**src/hw/rtl/whp_pkg.sv**
```systemverilog
// Shared types and constants of the WAV header parser.
package whp_pkg;

	localparam int unsigned POS_W = 5;

	// parse phase, one-hot
	typedef enum logic [4:0] {
		PH_RIFF    = 5'b00001,
		PH_FMT     = 5'b00010,
		PH_DATATAG = 5'b00100,
		PH_PAYLOAD = 5'b01000,
		PH_IDLE    = 5'b10000
	} phase_t;

	localparam logic [1:0] KIND_HEADER  = 2'd0;
	localparam logic [1:0] KIND_PAYLOAD = 2'd1;
	localparam logic [1:0] KIND_ERROR   = 2'd2;

	localparam logic ERR_NOT_WAV = 1'b0;
	localparam logic ERR_INVALID = 1'b1;

	localparam logic [2:0] FMT_MONO8       = 3'd0;
	localparam logic [2:0] FMT_MONO16      = 3'd1;
	localparam logic [2:0] FMT_STEREO8     = 3'd2;
	localparam logic [2:0] FMT_STEREO16    = 3'd3;
	localparam logic [2:0] FMT_UNSUPPORTED = 3'd4;

	// tags, first character in the low byte
	localparam logic [31:0] TAG_RIFF = 32'h46464952;
	localparam logic [31:0] TAG_WAVE = 32'h45564157;
	localparam logic [31:0] TAG_FMT  = 32'h20746D66;
	localparam logic [31:0] TAG_DATA = 32'h61746164;

	localparam logic [31:0] FMT_BASE_SIZE = 32'd16;
	localparam logic [15:0] BITS_8        = 16'd8;

	function automatic logic [7:0] tag_byte(input logic [31:0] tag, input logic [1:0] idx);
		tag_byte = tag[{idx, 3'b000} +: 8];
	endfunction

	function automatic logic [2:0] format_of(input logic [15:0] chans, input logic [15:0] bits);
		logic is8;
		is8 = (bits == BITS_8);
		if (chans == 16'd1) begin
			format_of = is8 ? FMT_MONO8 : FMT_MONO16;
		end else if (chans == 16'd2) begin
			format_of = is8 ? FMT_STEREO8 : FMT_STEREO16;
		end else begin
			format_of = FMT_UNSUPPORTED;
		end
	endfunction

endpackage

```
**src/hw/rtl/wav_header_parser.sv**
```systemverilog
// WAV (RIFF) header parser: tag checks, header fields, payload pass-through.
//
//  channel | direction | handshake           | payload
//  --------+-----------+---------------------+---------------------------------------------
//  in      | input     | in_valid / in_ready | data_byte, start_of_file
//  out     | output    | out_valid/out_ready | result_kind, format_code, sample_rate,
//          |           |                     | byte_rate, data_size, payload_byte,
//          |           |                     | last_payload, error_code
//
// One byte per cycle sustained while the result side is not stalled. A byte is held in
// the input register and parsed by the phase logic; any result lands in the result register.
// Reset clears the phase to the RIFF tag, so a file may start without start_of_file.
// A stalled result register stalls the parse stage; the input register still takes
// one more byte while the stage is free.
module wav_header_parser (
	input  logic        clk,
	input  logic        arst_n,
	input  logic        in_valid,
	output logic        in_ready,
	input  logic [7:0]  data_byte,
	input  logic        start_of_file,
	output logic        out_valid,
	input  logic        out_ready,
	output logic [1:0]  result_kind,
	output logic [2:0]  format_code,
	output logic [31:0] sample_rate,
	output logic [31:0] byte_rate,
	output logic [31:0] data_size,
	output logic [7:0]  payload_byte,
	output logic        last_payload,
	output logic        error_code
);

	// input stage
	logic        valid_s1;
	logic [7:0]  byte_s1;
	logic        sof_s1;

	// parse state
	whp_pkg::phase_t              phase_q;
	logic [whp_pkg::POS_W-1:0]    pos_q;
	logic [31:0]                  shift_q;
	logic                         ext_q;
	logic [15:0]                  chan_q;
	logic [15:0]                  bits_q;
	logic [31:0]                  rate_smp_q;
	logic [31:0]                  rate_byt_q;
	logic [31:0]                  remain_q;

	// result register
	logic        out_valid_q;
	logic [1:0]  kind_q;
	logic [2:0]  fmt_q;
	logic [31:0] srate_q;
	logic [31:0] brate_q;
	logic [31:0] dsize_q;
	logic [7:0]  pbyte_q;
	logic        last_q;
	logic        err_q;

	logic proceed;
	logic fire;

	assign proceed  = !out_valid_q || out_ready;
	assign fire     = valid_s1 && proceed;
	assign in_ready = !valid_s1 || proceed;

	// next-state and result logic
	whp_pkg::phase_t           phase_e;
	whp_pkg::phase_t           phase_n;
	logic [whp_pkg::POS_W-1:0] pos_e;
	logic [whp_pkg::POS_W-1:0] pos_n;
	logic [whp_pkg::POS_W-1:0] pos_inc;
	logic [31:0]               shift_n;
	logic                      ext_n;
	logic [15:0]               chan_n;
	logic [15:0]               bits_n;
	logic [31:0]               rate_smp_n;
	logic [31:0]               rate_byt_n;
	logic [31:0]               remain_n;
	logic [31:0]               remain_dec;
	logic                      res_v;
	logic [1:0]                res_kind;
	logic [2:0]                res_fmt;
	logic [31:0]               res_srate;
	logic [31:0]               res_brate;
	logic [31:0]               res_dsize;
	logic [7:0]                res_pbyte;
	logic                      res_last;
	logic                      res_err;

	always_comb begin
		phase_e    = sof_s1 ? whp_pkg::PH_RIFF : phase_q;
		pos_e      = sof_s1 ? '0 : pos_q;
		pos_inc    = pos_e + 1'b1;
		shift_n    = {byte_s1, shift_q[31:8]};
		remain_dec = remain_q - 32'd1;

		phase_n    = phase_e;
		pos_n      = pos_e;
		ext_n      = ext_q;
		chan_n     = chan_q;
		bits_n     = bits_q;
		rate_smp_n = rate_smp_q;
		rate_byt_n = rate_byt_q;
		remain_n   = remain_q;

		res_v      = 1'b0;
		res_kind   = whp_pkg::KIND_HEADER;
		res_fmt    = '0;
		res_srate  = '0;
		res_brate  = '0;
		res_dsize  = '0;
		res_pbyte  = '0;
		res_last   = 1'b0;
		res_err    = whp_pkg::ERR_NOT_WAV;

		case (phase_e)
			whp_pkg::PH_RIFF: begin
				if ((pos_e < 5'd4 &&
				     byte_s1 != whp_pkg::tag_byte(whp_pkg::TAG_RIFF, pos_e[1:0])) ||
				    (pos_e >= 5'd8 && pos_e < 5'd12 &&
				     byte_s1 != whp_pkg::tag_byte(whp_pkg::TAG_WAVE, pos_e[1:0]))) begin
					res_v    = 1'b1;
					res_kind = whp_pkg::KIND_ERROR;
					res_err  = whp_pkg::ERR_NOT_WAV;
					phase_n  = whp_pkg::PH_IDLE;
				end else if (pos_e >= 5'd11) begin
					phase_n = whp_pkg::PH_FMT;
					pos_n   = '0;
				end else begin
					pos_n = pos_inc;
				end
			end
			whp_pkg::PH_FMT: begin
				if (pos_e < 5'd4 &&
				    byte_s1 != whp_pkg::tag_byte(whp_pkg::TAG_FMT, pos_e[1:0])) begin
					res_v    = 1'b1;
					res_kind = whp_pkg::KIND_ERROR;
					res_err  = whp_pkg::ERR_INVALID;
					phase_n  = whp_pkg::PH_IDLE;
				end else begin
					if (pos_e == 5'd7)  ext_n      = (shift_n > whp_pkg::FMT_BASE_SIZE);
					if (pos_e == 5'd11) chan_n     = shift_n[31:16];
					if (pos_e == 5'd15) rate_smp_n = shift_n;
					if (pos_e == 5'd19) rate_byt_n = shift_n;
					if (pos_e == 5'd23) bits_n     = shift_n[31:16];
					// two extension bytes follow bits-per-sample when fmt size > 16
					if ((pos_e == 5'd23 && !ext_q) || pos_e >= 5'd25) begin
						phase_n = whp_pkg::PH_DATATAG;
						pos_n   = '0;
					end else begin
						pos_n = pos_inc;
					end
				end
			end
			whp_pkg::PH_DATATAG: begin
				if (pos_e < 5'd4 &&
				    byte_s1 != whp_pkg::tag_byte(whp_pkg::TAG_DATA, pos_e[1:0])) begin
					res_v    = 1'b1;
					res_kind = whp_pkg::KIND_ERROR;
					res_err  = whp_pkg::ERR_INVALID;
					phase_n  = whp_pkg::PH_IDLE;
				end else if (pos_e >= 5'd7) begin
					remain_n  = shift_n;
					pos_n     = '0;
					phase_n   = (shift_n != 32'd0) ? whp_pkg::PH_PAYLOAD : whp_pkg::PH_IDLE;
					res_v     = 1'b1;
					res_kind  = whp_pkg::KIND_HEADER;
					res_fmt   = whp_pkg::format_of(chan_q, bits_q);
					res_srate = rate_smp_q;
					res_brate = rate_byt_q;
					res_dsize = shift_n;
				end else begin
					pos_n = pos_inc;
				end
			end
			whp_pkg::PH_PAYLOAD: begin
				remain_n  = remain_dec;
				res_v     = 1'b1;
				res_kind  = whp_pkg::KIND_PAYLOAD;
				res_pbyte = byte_s1;
				res_last  = (remain_dec == 32'd0);
				if (remain_dec == 32'd0) phase_n = whp_pkg::PH_IDLE;
			end
			default: begin
				// idle: bytes are dropped until the next start of file
			end
		endcase
	end

	// control registers
	always_ff @(posedge clk or negedge arst_n) begin
		if (!arst_n) begin
			valid_s1    <= 1'b0;
			out_valid_q <= 1'b0;
			phase_q     <= whp_pkg::PH_RIFF;
			pos_q       <= '0;
			ext_q       <= 1'b0;
		end else begin
			if (in_ready) begin
				valid_s1 <= in_valid;
			end
			if (proceed) begin
				out_valid_q <= valid_s1 && res_v;
			end
			if (fire) begin
				phase_q <= phase_n;
				pos_q   <= pos_n;
				ext_q   <= ext_n;
			end
		end
	end

	// payload registers
	always_ff @(posedge clk) begin
		if (in_valid && in_ready) begin
			byte_s1 <= data_byte;
			sof_s1  <= start_of_file;
		end
		if (fire) begin
			shift_q    <= shift_n;
			chan_q     <= chan_n;
			bits_q     <= bits_n;
			rate_smp_q <= rate_smp_n;
			rate_byt_q <= rate_byt_n;
			remain_q   <= remain_n;
		end
		if (fire && res_v) begin
			kind_q  <= res_kind;
			fmt_q   <= res_fmt;
			srate_q <= res_srate;
			brate_q <= res_brate;
			dsize_q <= res_dsize;
			pbyte_q <= res_pbyte;
			last_q  <= res_last;
			err_q   <= res_err;
		end
	end

	assign out_valid    = out_valid_q;
	assign result_kind  = kind_q;
	assign format_code  = fmt_q;
	assign sample_rate  = srate_q;
	assign byte_rate    = brate_q;
	assign data_size    = dsize_q;
	assign payload_byte = pbyte_q;
	assign last_payload = last_q;
	assign error_code   = err_q;

endmodule

```
**config.mk**
```make
export PLATFORM = sky130hd
export DESIGN_NAME = wav_header_parser
export DESIGN_NICKNAME = d
export VERILOG_FILES = /design/src/hw/rtl/whp_pkg.sv /design/src/hw/rtl/wav_header_parser.sv
export SDC_FILE = /design/constraint.sdc
export NUM_CORES = 1
export LEC_CHECK = 0
export BUFFER_PORTS_ARGS = -buffer_cell sky130_fd_sc_hd__buf_2
export CAP_MARGIN = 0
export CELL_PAD_IN_SITES_DETAIL_PLACEMENT = 1
export CELL_PAD_IN_SITES_GLOBAL_PLACEMENT = 2
export CORE_ASPECT_RATIO = 1.1
export CORE_MARGIN = 2
export CORE_UTILIZATION = 40
export CTS_BUF_LIST = sky130_fd_sc_hd__clkbuf_8
export CTS_CLUSTER_SIZE = 24
export DETAILED_ROUTE_END_ITERATION = 10
export GPL_ROUTABILITY_DRIVEN = 0
export PLACE_DENSITY = 0.84
export SYNTH_ARGS = -nofsm -noshare
export SYNTH_HDL_FRONTEND = slang
export SYNTH_SLANG_ARGS = --single-unit
```
**constraint.sdc**
```tcl
create_clock -name clk -period 12.4 [get_ports clk]
set_clock_uncertainty 0.1 [all_clocks]
set_input_delay 1.86 -clock clk [delete_from_list [all_inputs] [get_ports clk]]
set_output_delay 1.86 -clock clk [all_outputs]
set_load 0.01 [all_outputs]
```
After elaboration in Yosys (flattened, before gate mapping)
Index checks and enable logic that the tools add are counted.
Cells by class
  add/sub/neg operators: 2
  magnitude comparators: 7
  equality and inequality tests: 18
  shift operators: 4
  mux-type cells: 36
  bitwise logic cells: 3
  reduce and logical (&&, ||, !) cells: 27
Operators by type and width (number)
  $shiftx 32x6->8 const A: 4
  $mux 5: 16
  $mux 32: 2
  $pmux 32 s2: 1
  $gt 32x5->1 const B: 1
  $logic_not 32->1: 1
  $ne 8x8->1: 4
  $reduce_bool 32->1: 1
  $sub 32x1->32 const B: 1
  $reduce_and 4->1: 6
  $pmux 5 s4: 1
  $eq 16x1->1 const B: 1
  $eq 16x2->1 const B: 1
  $eq 16x4->1 const B: 1
  $eq 5x4->1 const B: 3
  $pmux 5 s3: 1
  $eq 5x3->1 const B: 2
  $eq 5x5->1 const B: 2
  $ge 5x4->1 const B: 2
  $logic_and 1x1->1: 10
  $pmux 2 s4: 1
  $mux 1: 7
  $mux 2: 3
  $mux 3: 2
  15 further kinds: 23
Word-level totals
  bits in registers: 293
  input bits: 13
  output and inout bits: 113
  logic and storage cells: 118

Logic depth before layout (Yosys ltp)
Gate-level depths: netlist of run 1.
  depth in word-level cells: 8
  depth in mapped cells: 13
  gate-level depth less buffers: 11

Worst setup path before layout of run 1
OpenSTA, ideal clock, no wires.
  path type: input to register
  from: input port out_ready
  to: register brate_q[0] (netlist: byte_rate[0]), enable pin
  setup time: 582 ps
  data arrival time: 6925 ps
  required time: 11718 ps
  slack: 4794 ps
  stages: 4
  cell sequence: nand2b_1 -> nand2_1 -> clkbuf_1 -> nor2_1
Between the ends
  longest elaborated chain between the ends: 3
Ends and longest elaborated chain
  start, declared: line wav_header_parser.sv:23  | input logic out_ready,
  $logic_or 1x1->1: line wav_header_parser.sv:64  | assign proceed = !out_valid_q || out_ready;
  $logic_and 1x1->1: line wav_header_parser.sv:65  | assign fire = valid_s1 && proceed;
  $logic_and 1x1->1: line wav_header_parser.sv:229  | if (fire && res_v) begin
  end signal, assigned: line wav_header_parser.sv:233  | brate_q <= res_brate;
  end, declared: line wav_header_parser.sv:55  | logic [31:0] brate_q;
No other way between the ends.
A chain may end at the register's enable or synchronous reset.

Worst setup path in the final report of run 1
  from: register sof_s1
  to: register kind_q[0] (netlist: result_kind[0]), enable pin
Between the ends
  longest elaborated chain between the ends: 8
Ends and longest elaborated chain
  start, declared: line wav_header_parser.sv:37  | logic sof_s1;
  start signal, assigned: line wav_header_parser.sv:219  | sof_s1 <= start_of_file;
  $mux 5: line wav_header_parser.sv:94  | pos_e = sof_s1 ? '0 : pos_q;
  $shiftx 32x6->8 (tied with other cells): line whp_pkg.sv:38  | tag_byte = tag[{idx, 3'b000} +: 8];
  $ne 8x8->1 (tied with other cells): line wav_header_parser.sv:121  | byte_s1 != whp_pkg::tag_byte(whp_pkg::TAG_RIFF, pos_e[1:0])) ||
  $logic_and 1x1->1, on equally long branches: line wav_header_parser.sv:120, wav_header_parser.sv:122
  $logic_or 1x1->1: line wav_header_parser.sv:121
  $mux 1: line wav_header_parser.sv:120  | if ((pos_e < 5'd4 &&
  $pmux 1 s4 (*): line wav_header_parser.sv:118  | case (phase_e)
  $logic_and 1x1->1 (*): line wav_header_parser.sv:229
  end signal, assigned: line wav_header_parser.sv:230  | kind_q <= res_kind;
  end, declared: line wav_header_parser.sv:52  | logic [1:0] kind_q;
Mark *: on every way between the ends. The rest lies on a longest branch, timed or not.

==> flow_summary.toml, run 1 <==
[routing]
dr.pass1.iters = 5
viasPerCell = 5.38
drt-initial-drc-count = 654
wl_um = 28100
drtAntennaViolNets = 0
wire_per_inst_um = 21.3
vias = 7094
drc_errors = 0

[critical_path]
cp_top_family = "simple AND/OR/NAND/NOR gates"
crit_required_ns = 12.47
worstPathMaxFanout = 76
endpoint_kind = "register"
critPathSlowestCell = "edfxtp_1"
cp_cell_sequence = "inv_1 -> nand2_1 -> inv_1 -> ha_1 -> or3b_1 -> o21ai_0 -> a41oi_1 -> a22oi_1 -> nand2_1 -> nor3_1 -> nor2_4 -> buf_4"
cpPeakStageDelay_ns = 0.85
start_kind = "register"
crit_arrival_ns = 5.22
worstSetupPathType = "reg -> reg"
crit_buf_inv = 3

[synthesis]
synthXorXnorAreaFrac_pct = 3.07
ys_types = 57
syn_nets = 799
syn_area_um2 = 11400
yosys_warnings = 0
syn_inst = 779
yosys-mux-area-fraction_pct = 0.285
synth_edf_count = 272
yosysSeqAreaShare_pct = 74.5
synth_ff_type = "edfxtp_1"
synth.avg_cell_area_um2 = 14.6
synth_top_family_by_area = "simple AND/OR/NAND/NOR gates"
ys_ff_latch = 285
synthAdderAreaFrac_pct = 0.768
synth_compound_area_share_pct = 4.06
async_reset_ff_share_pct = 4.56
yosys.area_share.simple_pct = 15.7

[power]
p_switching_mw = 0.596
seqPwrFrac_pct = 56.7
power_frac_comb_pct = 10.2
leakagePower_nw = 5.06
p_clk_share_pct = 33.1
swShare_pct = 26.8
total_power_mw = 2.22
p_int_mw = 1.63
vdd_ir_drop_max_v = 0.0000992
powerDensity_nw_per_um2 = 167

[finish]
final_common_cell = "edfxtp_1"
diodes = 0
layout_common_cells = "edfxtp_1, buf_2, and3_1"
drive_gt1_share_pct = 22.1
nNetsFinal = 942
area_delta_synth_final_pct = 16.4

[clock_network]
root_buffer = "clkbuf_8"
ctsResizeCount = 0
cts_hold_buf = 0
cts_buffer_depth = 3
cts_tree = "yes"
clock_sinks = 285
htree_levels = 2
cts_setup_buffers = 0
numCtsBuffers = 44
clkLatencyLatePin_ns = 0.56
clk_pin_slew_worst_paths_ns = 0.06

[job]
drv_cap = 0

[sta]
tightest_slew_ns = 1.26
whs_ns = 0.436
post-route-period-util_pct = 41.5
max-slew-margin-rel_pct = 15.8
rsz0062_at_grt = "false"
hold_viol = 0
report.final.slew_viol_count = 0
setup_viol = 0
max_clock_freq_mhz = 194
setup_tns_ns = 0
finalCriticalPeriod_ns = 5.15

[grt]
grt_max_degree = 101
track_usage_pct = 19.1
grt_overflow_total = 0
grt_pass1_wl_um = 43500
antenna_found_initial = 0
grt_pass1_vias = 7309

[die]
die_width_um = 165
std_cell_rows = 64
dieArea_um2 = 29900
core_um2 = 27900
initial_core_util_pct = 40.8
io_pins = 126
chipHeight_um = 181

[place]
dp_hpwl_um = 18400
io_buffers = 125

[run_status]
status = "complete, no violations"

[worst_hold_path]
hold_class = "reg -> reg"
==> cell families (layout without fill, tap and decap cells) <==
family / count (synthesis) / after routing
AOI/OAI and AO/OA: 76 / 76
and+or+nand+nor: 317 / 317
buffers and inverters: 51 / 228
adders and majority gates: 7 / 7
muxes: 3 / 3
xor gates and xnor gates: 40 / 40
DFF: 285 / 285
==> worst register-to-register path, stage by stage (launching register included) <==
cell and delay (ns):
edfxtp_1 0.85, inv_1 0.32, nand2_1 0.20, inv_1 0.10, ha_1 0.32, or3b_1 0.21, o21ai_0 0.08, a41oi_1 0.42
a22oi_1 0.18, nand2_1 0.16, nor3_1 0.12, nor2_4 0.78, buf_4 0.87
==> power groups by stage <==
stage / Combinational (mW) / Clock [mW] / Sequential (mW)
floorplan: 0.0992 / 0 / 1.29
global placement: 0.224 / 0 / 1.28
detailed placement: 0.231 / 0 / 1.28
CTS: 0.232 / 0.754 / 1.26
global route: 0.253 / 0.797 / 1.27
finish: 0.228 / 0.736 / 1.26
==> metrics by stage <==
step                utilization, %  worst slack, ns  instances  cell area [um2]
CTS                           47.5             7.27       1319            13300
global placement              44.6             7.46       1239            12500
finish                        47.5             7.25       1319            13300
detailed placement            44.6             7.27       1239            12500
global route                  47.5             6.83       1319            13300
floorplan                        -             4.79        779            11400
==> registers in the layout, summed over array words and instances, names as in the netlist, 16 cells and up <==
register     count
byte_rate       32
data_size       32
rate_byt_q      32
rate_smp_q      32
remain_q        32
sample_rate     32
shift_q         24
bits_q          16
chan_q          16
==> layer usage <==
layer  wire length, um  vias to the layer above  GRT usage, %  part of all wire (%)
li1                  -                     3252             -                     -
met5                 0                        -             0                     0
met2             13900                      266          31.8                    50
met4               795                        0          6.43                   2.8
met3              1610                       57          3.08                   5.7
met1             11700                     3519          25.5                    42
==> path summary, 6_finish.rpt <==
path	start	endpoint	slack [ns]	cells past startpoint
worst max-delay path	sof_s1	result_kind[0]	7.25	12
worst min-delay path	rate_smp_q[30]	sample_rate[30]	0.44	1
worst max register to register	sof_s1	result_kind[0]	7.25	12
worst min register to register	rate_smp_q[30]	sample_rate[30]	0.44	1
max in group asynchronous	arst_n	phase_q[0]	10.78	1
min in group asynchronous	arst_n	valid_s1	1.11	1
==> cell usage after synthesis, types with 5 or more instances <==
cell type  instances  share of area (%)
and2_1            10               0.55
nand3_1           14               0.61
nor2_1            41                1.3
nand4_1           12               0.66
edfxtp_1         272                 72
and3_1            98                5.4
o21ai_0           39                1.7
nor3b_1            8               0.53
clkbuf_1          36                1.2
xnor2_1           22                1.7
nor3_1            13               0.57
nand2b_1           5               0.27
inv_1             11               0.36
dfrtp_1           12                2.6
ha_1               7               0.77
nand2_1           59                1.9
xor2_1            18                1.4
a21oi_1           12               0.53
nor4_1            26                1.4
==> layout make-up <==
| class | count | area (um2) |
|---|---|---|
| clock buffers | 46 | 633 |
| clock inverters | 34 | 189 |
| fillers | 2859 | 14700 |
| inverters | 12 | 45.0 |
| multi-input cells | 443 | 2760 |
| flip-flops and latches | 285 | 8490 |
| well taps | 363 | 454 |
| repair buffers | 136 | 708 |
Power figures use the tool's default switching activity.
==> run 2, diff against run 1 <==
- CORE_UTILIZATION: 40 -> 39
- PLACE_DENSITY: 0.84 -> 0.85
- clock period: 12.4 -> 4.6 ns (I/O delays scaled with it)
==> run 2 against run 1 <==
- sequential share of layout area decreased by 0.60 points
- total power increased to 2.7 times the previous value
- largest cell class unchanged
- critical endpoint is now byte_rate[0]
- largest power group unchanged
- die area increased by 2.5%
==> flow_summary.toml, run 2 (synthesis results as in run 1) <==
[routing]
viasPerCell = 5.40
dr.pass1.iters = 5
wire_per_inst_um = 21.0
drt-initial-drc-count = 653
wl_um = 28100
drc_errors = 0
vias = 7207
drtAntennaViolNets = 0

[sta]
setup_viol = 0
layout_setup_ws_ns = 0.673
max-slew-margin-rel_pct = 43.4
setup_tns_ns = 0
max_clock_freq_mhz = 255
post-route-period-util_pct = 85.4
tightest_slew_ns = 0.841
report.final.slew_viol_count = 0
rsz0062_at_grt = "false"
finalCriticalPeriod_ns = 3.93
hold_viol = 0

[critical_path]
cpPeakStageDelay_ns = 0.55
crit_arrival_ns = 4.09
cp_cell_sequence = "inv_1 -> nand2_1 -> inv_1 -> ha_1 -> or3b_1 -> o21ai_0 -> a41oi_1 -> a22oi_1 -> nand2_1 -> nor3_1 -> nor2_4 -> buf_4"
endpoint_kind = "register"
startpoint = "sof_s1"
critPathSlowestCell = "edfxtp_1"
crit_buf_inv = 3
worstSetupPathType = "reg -> reg"
cp_top_family = "simple AND/OR/NAND/NOR gates"
crit_required_ns = 4.76
worstPathMaxFanout = 35
start_kind = "register"
reg2reg_from = "sof_s1"

[grt]
antenna_found_initial = 1
track_usage_pct = 18.2
grt_overflow_total = 0
grt_pass1_vias = 7478
grt_pass1_wl_um = 43200
grt_max_degree = 97

[clock_network]
cts_buffer_depth = 3
cts_tree = "yes"
clock_sinks = 285
numCtsBuffers = 45
htree_levels = 2
clkLatencyLatePin_ns = 0.58
clk_pin_slew_worst_paths_ns = 0.06
root_buffer = "clkbuf_8"

[run_status]
status = "complete, no violations"

[die]
initial_core_util_pct = 39.7
std_cell_rows = 65
dieArea_um2 = 30600
chipHeight_um = 183
core_um2 = 28700
die_width_um = 167
io_pins = 126

[place]
dp_cells = 1252
io_buffers = 125
dp_hpwl_um = 18500
dpl_worst_slack_ns = 0.757

[finish]
drive_gt1_share_pct = 23.1
nNetsFinal = 952
diodes = 0
nFillCells = 2960
final_cells = 1335
area_delta_synth_final_pct = 17.5
final_common_cell = "edfxtp_1"
layout_common_cells = "edfxtp_1, buf_2, and3_1"

[power]
powerDensity_nw_per_um2 = 454
total_power_mw = 6.09
leakagePower_nw = 5.08
vdd_ir_drop_max_v = 0.000249

[job]
drv_cap = 0

[worst_hold_path]
hold_class = "in -> reg"
min_from = "data_byte[2]"
## run 2: layer usage
metal	track usage (%)	part of all wire [%]	routed length [um]
met1	23.4	43	12000
met2	30.6	49	13800
met3	3.84	5.6	1570
met4	6.76	2.5	715
met5	0	0.025	7
## run 2: final cells by class
class	count	area [um2]	share of cell area (%)
sequential	285	8490	63.3
multi-input combinational	443	2770	20.7
timing repair buffer	145	791	5.90
clock buffer	45	619	4.62
tap	368	460	3.43
clock inverter	37	230	1.72
inverter	12	45.0	0.336
## run 2: power by group
group | switching (mW) | total [mW] | internal (mW)
registers | 0.208 | 3.39 | 3.18
clock network | 1.01 | 2.06 | 1.04
logic | 0.429 | 0.643 | 0.214
## run 2: timing repair
action                                 4_1_cts  5_1_grt
buffers inserted                             0        0
endpoints found under the hold margin       12        0
hold buffers                                 1        0
gates resized for setup                      0        0
## run 2: final timing paths
path | endpoint | slack (ns) | cells after the start
setup / recovery | byte_rate[0] | 0.67 | 12
hold / removal | byte_s1[2] | 0.19 | 1
setup reg to reg | byte_rate[0] | 0.67 | 12
hold reg to reg | rate_smp_q[4] | 0.43 | 0
max in group asynchronous | phase_q[0] | 3.62 | 2
min in group asynchronous | phase_q[4] | 0.46 | 2
## run 2: metrics by stage
step / hold slack, ns / utilization, % / instance area, um2
3_5_place_dp: 0.412 / 43.7 / 12600
6_report: 0.195 / 46.7 / 13400
4_1_cts: 0.165 / 46.7 / 13400
5_1_grt: 0.165 / 46.7 / 13400
3_3_place_gp: 0.395 / 43.7 / 12600
2_1_floorplan: 0.294 / - / 11400
